## src/hw/rtl/flat_bottom_distance_restraint_defines.svh

```systemverilog
// ----------------------------------------------------------------------------
// Assertion macros for the restraint block
// Clocked assertion helpers, reset-gated, used by the top-level restraint file.
// ----------------------------------------------------------------------------
`ifndef FLAT_BOTTOM_DISTANCE_RESTRAINT_DEFINES_SVH
`define FLAT_BOTTOM_DISTANCE_RESTRAINT_DEFINES_SVH

// property holds at every edge out of reset
`define FBDR_ASSERT(lbl, prop, msg) \
  lbl: assert property (@(posedge clk_i) disable iff (!rst_ni) prop) else $error(msg);

// condition never seen
`define FBDR_ASSERT_NEVER(lbl, cond, msg) `FBDR_ASSERT(lbl, !(cond), msg)

`endif

```

## src/hw/rtl/fbdr_pkg.sv

```systemverilog
// ----------------------------------------------------------------------------
// Restraint block package
// Item types, result codes, register indexes and shared helpers.
// ----------------------------------------------------------------------------
package fbdr_pkg;

  localparam int unsigned MAX_LAMBDA_STATES = 4;
  localparam int unsigned NUM_WEIGHT_REGS   = 4;
  localparam logic [16:0] WEIGHT_ONE        = 17'd65536;

  localparam logic [2:0] REG_COUNT   = 3'd0;
  localparam logic [2:0] REG_WEIGHT0 = 3'd1;

  localparam logic [1:0] KIND_FORCE = 2'd0;
  localparam logic [1:0] KIND_STATE = 2'd1;
  localparam logic [1:0] KIND_PLAIN = 2'd2;

  // shared multiplier geometry
  localparam int unsigned MUL_AW = 84;
  localparam int unsigned MUL_BW = 33;
  localparam int unsigned MUL_CW = 28;
  localparam int unsigned MUL_NC = MUL_AW / MUL_CW;
  localparam int unsigned MUL_PW = MUL_AW + MUL_BW;

  typedef struct packed {
    logic signed [31:0] first_x;
    logic signed [31:0] first_y;
    logic signed [31:0] first_z;
    logic signed [31:0] second_x;
    logic signed [31:0] second_y;
    logic signed [31:0] second_z;
    logic [30:0]        lower_bound;
    logic [30:0]        upper_bound;
    logic [31:0]        spring_const;
    logic [2:0]         lambda_select;
    logic               last_item;
  } in_item_t;

  typedef struct packed {
    logic [1:0]         kind;
    logic [1:0]         state_index;
    logic signed [39:0] force_x;
    logic signed [39:0] force_y;
    logic signed [39:0] force_z;
    logic [47:0]        energy_value;
    logic               outside_bounds;
    logic               last_result;
  } out_item_t;

  // front to back record
  typedef struct packed {
    logic [39:0] force_x;
    logic [39:0] force_y;
    logic [39:0] force_z;
    logic [47:0] energy;
    logic        outside;
    logic [2:0]  sel;
    logic        last;
  } frec_t;

  function automatic logic [47:0] sat_add48(logic [47:0] a, logic [47:0] b);
    logic [48:0] s;
    s = {1'b0, a} + {1'b0, b};
    return s[48] ? '1 : s[47:0];
  endfunction

endpackage

```

## src/hw/rtl/fbdr_back.sv

```systemverilog
// ----------------------------------------------------------------------------
// Restraint back end
// Accumulates energy per lambda state and emits results and totals.
// ----------------------------------------------------------------------------
module fbdr_back #(
  parameter int unsigned MaxLambdaStates = fbdr_pkg::MAX_LAMBDA_STATES,
  localparam int unsigned CntW = $clog2(MaxLambdaStates + 1)
) (
  input  logic                 clk_i,
  input  logic                 rst_ni,
  input  logic [CntW-1:0]      n_i,
  input  logic                 empty_i,
  input  fbdr_pkg::frec_t      rec_i,
  output logic                 pop_o,
  output logic                 out_valid_o,
  input  logic                 out_stall_i,
  output fbdr_pkg::out_item_t  out_data_o
);
  import fbdr_pkg::*;

  localparam int unsigned IdxW = (MaxLambdaStates > 1) ? $clog2(MaxLambdaStates) : 1;

  typedef enum logic [1:0] {
    B_IDLE = 2'b01,
    B_TOT  = 2'b10
  } bstate_e;

  bstate_e     state_q;
  logic [47:0] ssum_q [MaxLambdaStates];
  logic [47:0] psum_q;
  logic [CntW-1:0] idx_q;
  logic        ov_q;
  out_item_t   out_q;
  logic        out_free;
  logic [MaxLambdaStates-1:0] hit;

  assign out_free = !ov_q || !out_stall_i;
  assign pop_o    = (state_q == B_IDLE) && !empty_i && out_free;

  always_comb begin
    for (int s = 0; s < MaxLambdaStates; s++) begin
      hit[s] = (rec_i.sel == 3'd0) ? (CntW'(s) < n_i)
             : ((4'(rec_i.sel) <= 4'(n_i)) && (4'(rec_i.sel) == 4'(s + 1)));
    end
  end

  always_ff @(posedge clk_i or negedge rst_ni) begin
    if (!rst_ni) begin
      state_q <= B_IDLE;
      ov_q    <= 1'b0;
      idx_q   <= '0;
      psum_q  <= '0;
      for (int s = 0; s < MaxLambdaStates; s++) ssum_q[s] <= '0;
    end else begin
      if (pop_o || (state_q == B_TOT && out_free)) ov_q <= 1'b1;
      else if (!out_stall_i) ov_q <= 1'b0;
      case (state_q)
        B_IDLE: begin
          if (pop_o) begin
            if (rec_i.sel == 3'd0 && n_i == '0) psum_q <= sat_add48(psum_q, rec_i.energy);
            for (int s = 0; s < MaxLambdaStates; s++) begin
              if (hit[s]) ssum_q[s] <= sat_add48(ssum_q[s], rec_i.energy);
            end
            if (rec_i.last) begin
              state_q <= B_TOT;
              idx_q   <= '0;
            end
          end
        end
        B_TOT: begin
          if (out_free) begin
            if (idx_q < n_i) begin
              idx_q <= idx_q + 1'b1;
            end else begin
              psum_q  <= '0;
              for (int s = 0; s < MaxLambdaStates; s++) ssum_q[s] <= '0;
              state_q <= B_IDLE;
            end
          end
        end
        default: state_q <= B_IDLE;
      endcase
    end
  end

  always_ff @(posedge clk_i) begin
    if (pop_o) begin
      out_q.kind           <= KIND_FORCE;
      out_q.state_index    <= '0;
      out_q.force_x        <= rec_i.force_x;
      out_q.force_y        <= rec_i.force_y;
      out_q.force_z        <= rec_i.force_z;
      out_q.energy_value   <= rec_i.energy;
      out_q.outside_bounds <= rec_i.outside;
      out_q.last_result    <= !rec_i.last;
    end else if (state_q == B_TOT && out_free) begin
      out_q.force_x        <= '0;
      out_q.force_y        <= '0;
      out_q.force_z        <= '0;
      out_q.outside_bounds <= 1'b0;
      if (idx_q < n_i) begin
        out_q.kind         <= KIND_STATE;
        out_q.state_index  <= 2'(idx_q);
        out_q.energy_value <= ssum_q[idx_q[IdxW-1:0]];
        out_q.last_result  <= 1'b0;
      end else begin
        out_q.kind         <= KIND_PLAIN;
        out_q.state_index  <= '0;
        out_q.energy_value <= psum_q;
        out_q.last_result  <= 1'b1;
      end
    end
  end

  assign out_valid_o = ov_q;
  assign out_data_o  = out_q;

endmodule

```

## config.mk

```make
export PLATFORM = sky130hd
export DESIGN_NAME = fbdr_back
export DESIGN_NICKNAME = d
export VERILOG_FILES = /design/src/hw/rtl/flat_bottom_distance_restraint_defines.svh /design/src/hw/rtl/fbdr_pkg.sv /design/src/hw/rtl/fbdr_back.sv
export SDC_FILE = /design/constraint.sdc
export NUM_CORES = 1
export LEC_CHECK = 0
export BUFFER_PORTS_ARGS = -buffer_cell sky130_fd_sc_hd__buf_2
export CAP_MARGIN = 10
export CELL_PAD_IN_SITES_DETAIL_PLACEMENT = 1
export CELL_PAD_IN_SITES_GLOBAL_PLACEMENT = 2
export CORE_ASPECT_RATIO = 1.5
export CORE_MARGIN = 2
export CORE_UTILIZATION = 25
export DETAILED_ROUTE_END_ITERATION = 10
export PLACE_DENSITY_LB_ADDON = 0.2
export SLEW_MARGIN = 5
export SYNTH_ARGS = -nofsm -noshare
export SYNTH_HDL_FRONTEND = slang
export SYNTH_SLANG_ARGS = --single-unit
```

## constraint.sdc

```tcl
create_clock -name clk_i -period 12.31 [get_ports clk_i]
set_clock_uncertainty 0.15 [all_clocks]
set_input_delay 2.462 -clock clk_i [delete_from_list [all_inputs] [get_ports clk_i]]
set_output_delay 2.462 -clock clk_i [all_outputs]
set_load 0.1 [all_outputs]
```

==> run summary <==
Clock Power Share = 0.169
XOR/XNOR Fraction of Synth Area = 0.0608
yosys warns = 0
Final Cycle Share = 0.597
number of flops mapped to enable cells by yosys = 170
Die X-Extent = 291 um
CTS Buf Count = 51
IO buf count = 355
area leader, netlist = dfrtp_1
CTS tree = built
area grow syn2layout = 16.7%
detailed-route DRC error count = 0
vias in the first global route = 29,300
# resized after CTS = 0
Compound-Gate Fraction of Synth Area = 0.231
CTS root buf = clkbuf_16
core area = 0.122 sq mm
CTS Sinks = 420
footprint of the multi-input gates = 0.0186 sq mm
num rows = 157
leading register cell type out of synthesis = dfrtp_1
DRT iter0 DRCs = 1,356
fill count = 14,200
die span in y = 434 um
worst endpoint required time = 9.70 ns
Seq cells post-synth = 420
sequential cell area = 0.0113 sq mm
synth top area cells = dfrtp_1 (20%), edfxtp_1 (17%), ha_1 (10%)
Final Hold Viols = 0
syn_nets = 3,875
top cells by count, synth = nand2_1 (398), o21ai_0 (349), a21oi_1 (326), ha_1 (246), dfrtp_1 (245)
setup repair after global routing missed its margin = no
Tmin final = 7.36 ns
worst slew pin tran = 1.14 ns
Starting Density = 0.252
routing usage on met3 = 0.0222
worst rel slew slack = 0.239
Syn Area/Cell = 8.96 sq um
# nets final = 4,119
number of setup buffers added after CTS = 0
sequential cell area fraction in the yosys report = 0.368
fmax = 136 MHz
post-DR vias/cell = 5.19
LEAKAGE = 16.3 nW
max_cap viols = 0
share of flip-flops with an asynchronous set or reset = 0.586
first-pass GRT wire length = 199,000 um
Netlist cell types = 89
setup TNS = 0 ns
gr busiest metal = met2
main combinational cell family by area after synthesis = compound AO/OA/AOI/OAI gates
VDD IR max = 0.000100 V
mux cell area share after synthesis = 0.0520
IO Pins = 356
CP endpoint kind = output pin
fraction of layout cells with a size suffix above 1 = 0.155
Synth Cell Area = 0.0309 sq mm
WS Path Type = primary input to output pin
hold buffers post-CTS = 0
met2 Track Usage GR = 0.419
HPWL Detailed = 105,000 um
routed wire length = 135,000 um
DIE AREA = 0.126 sq mm
Syn Inst Count = 3,444
Synth top area share = 0.199
Power Density = 279 mW/mm^2
Setup Viol. Count Final = 0
Startpoint Class = primary input
vias = 27,600
CP arrival = 4.74 ns
simple-gate portion of the synthesized area = 0.152
Layout Utilization = 0.295
status = completed
CTS clock-pin slew for the worst setup and hold paths = 0.07 ns
gr ovfl total = 0
H-tree levels = 2
Fin Hold WS = 0.311 ns
Max Slew Vio Count = 0
antenna violations before repair = 5
Routability Congestion = 0.861
Sequential Power Share = 0.243
internal power = 4.94 mW
worst hold path type = flop to flop
GRT Overall Usage = 0.209
crit path max fanout = 52
DR WL/cell = 25.3 um
pin count of the biggest net entering global routing = 94
count leader, synth = nand2_1
Adder-Cell Fraction of Synth Area = 0.103
Clock Latency Late Sink = 0.66 ns
Combinational Power Share = 0.587
Routed Antenna Nets = 0
sw frac = 0.508
DRT Pass-1 Iters = 5
Switch Pwr = 5.10 mW
met1 Use GR = 0.226
clock tree buffer depth = 3
flip-flops by register name, summed over array words and instances, names as in the netlist:
register and cells:
ssum_q 192, out_data_o 174, psum_q 48, idx_q 3, state_q 2, out_valid_o 1
cell type report:
type | count | area share
Antenna cell | 2 | 0.000139
Timing Repair Buffer | 390 | 0.0569
Inverter | 56 | 0.00587
Clock buffer | 68 | 0.0392
Clock inverter | 27 | 0.0118
Tap cell | 1590 | 0.0552
Sequential cell | 420 | 0.315
Multi-Input combinational cell | 2769 | 0.516
per-layer routing:
layer  vias up  wire (um)
met5         -          0
met4         0       4640
met3       154       3730
met2       455      74700
met1     13900      51800
li1      13200          -
cells in the final DEF (no fill, tap or decap), types with 8 or more instances in the layout:
cell type / instances
a211oi_1: 19
a21boi_0: 8
a21o_1: 153
a21oi_1: 324
a31oi_1: 51
and2_1: 12
and3_1: 150
and4_1: 8
buf_2: 354
buf_4: 35
bufinv_16: 8
clkbuf_1: 10
clkbuf_16: 51
dfrtp_1: 243
edfxtp_1: 170
ha_1: 246
inv_1: 55
mux2i_1: 51
mux4_2: 48
nand2_1: 394
nand2b_1: 12
nand3_1: 74
nand4_1: 37
nor2_1: 210
nor2b_1: 20
nor3_1: 40
nor4_1: 10
o211ai_1: 15
o21a_1: 25
o21ai_0: 349
o21ai_1: 114
o21bai_1: 32
o31ai_1: 14
xnor2_1: 136
xor2_1: 78
worst max-delay path: stages:
cell      delay, ns
buf_2          0.12
nor2_4         0.67
nand2_1        0.34
clkinv_2       0.57
buf_2          0.55
power groups by stage:
stage / Sequential, mW / Combinational, mW / Clock, mW
2_1_floorplan: 2.98 / 3.62 / 0
3_3_place_gp: 2.47 / 5.92 / 0
3_5_place_dp: 2.48 / 5.92 / 0
4_1_cts: 2.46 / 5.95 / 1.76
5_1_grt: 2.49 / 6.46 / 1.80
6_report: 2.45 / 5.90 / 1.70
worst paths after layout:
path,startpoint,end,slack [ns],cells past startpoint
hold / removal,out_data_o[171],out_data_o[171],0.31,2
setup reg to reg,state_q[0],ssum_q[74],7.29,9
min in group asynchronous,rst_ni,idx_q[0],1.63,1
max in group asynchronous,rst_ni,ssum_q[177],7.98,3
setup / recovery,empty_i,pop_o,4.95,5
hold reg to reg,out_data_o[171],out_data_o[171],0.31,2
stage by stage:
stage / total power, mW / worst slack [ns] / cell area [sq um] / instances
2_1_floorplan: 6.60 / 3.95 / 30900 / 3444
3_3_place_gp: 8.39 / 4.94 / 34200 / 5225
3_5_place_dp: 8.41 / 4.91 / 34200 / 5225
4_1_cts: 10.2 / 4.92 / 36000 / 5320
5_1_grt: 10.8 / 4.73 / 36000 / 5321
6_report: 10.0 / 4.95 / 36000 / 5322
kinds of logic after synthesis:
kind of cell / Yosys count
buffers and inverters: 255
AOI/OAI and AO/OA: 1200
and+or+nand+nor: 1004
adders and majority gates: 251
xor gates and xnor gates: 214
muxes: 100
DFF: 420
(Power assumes the default switching activity.)
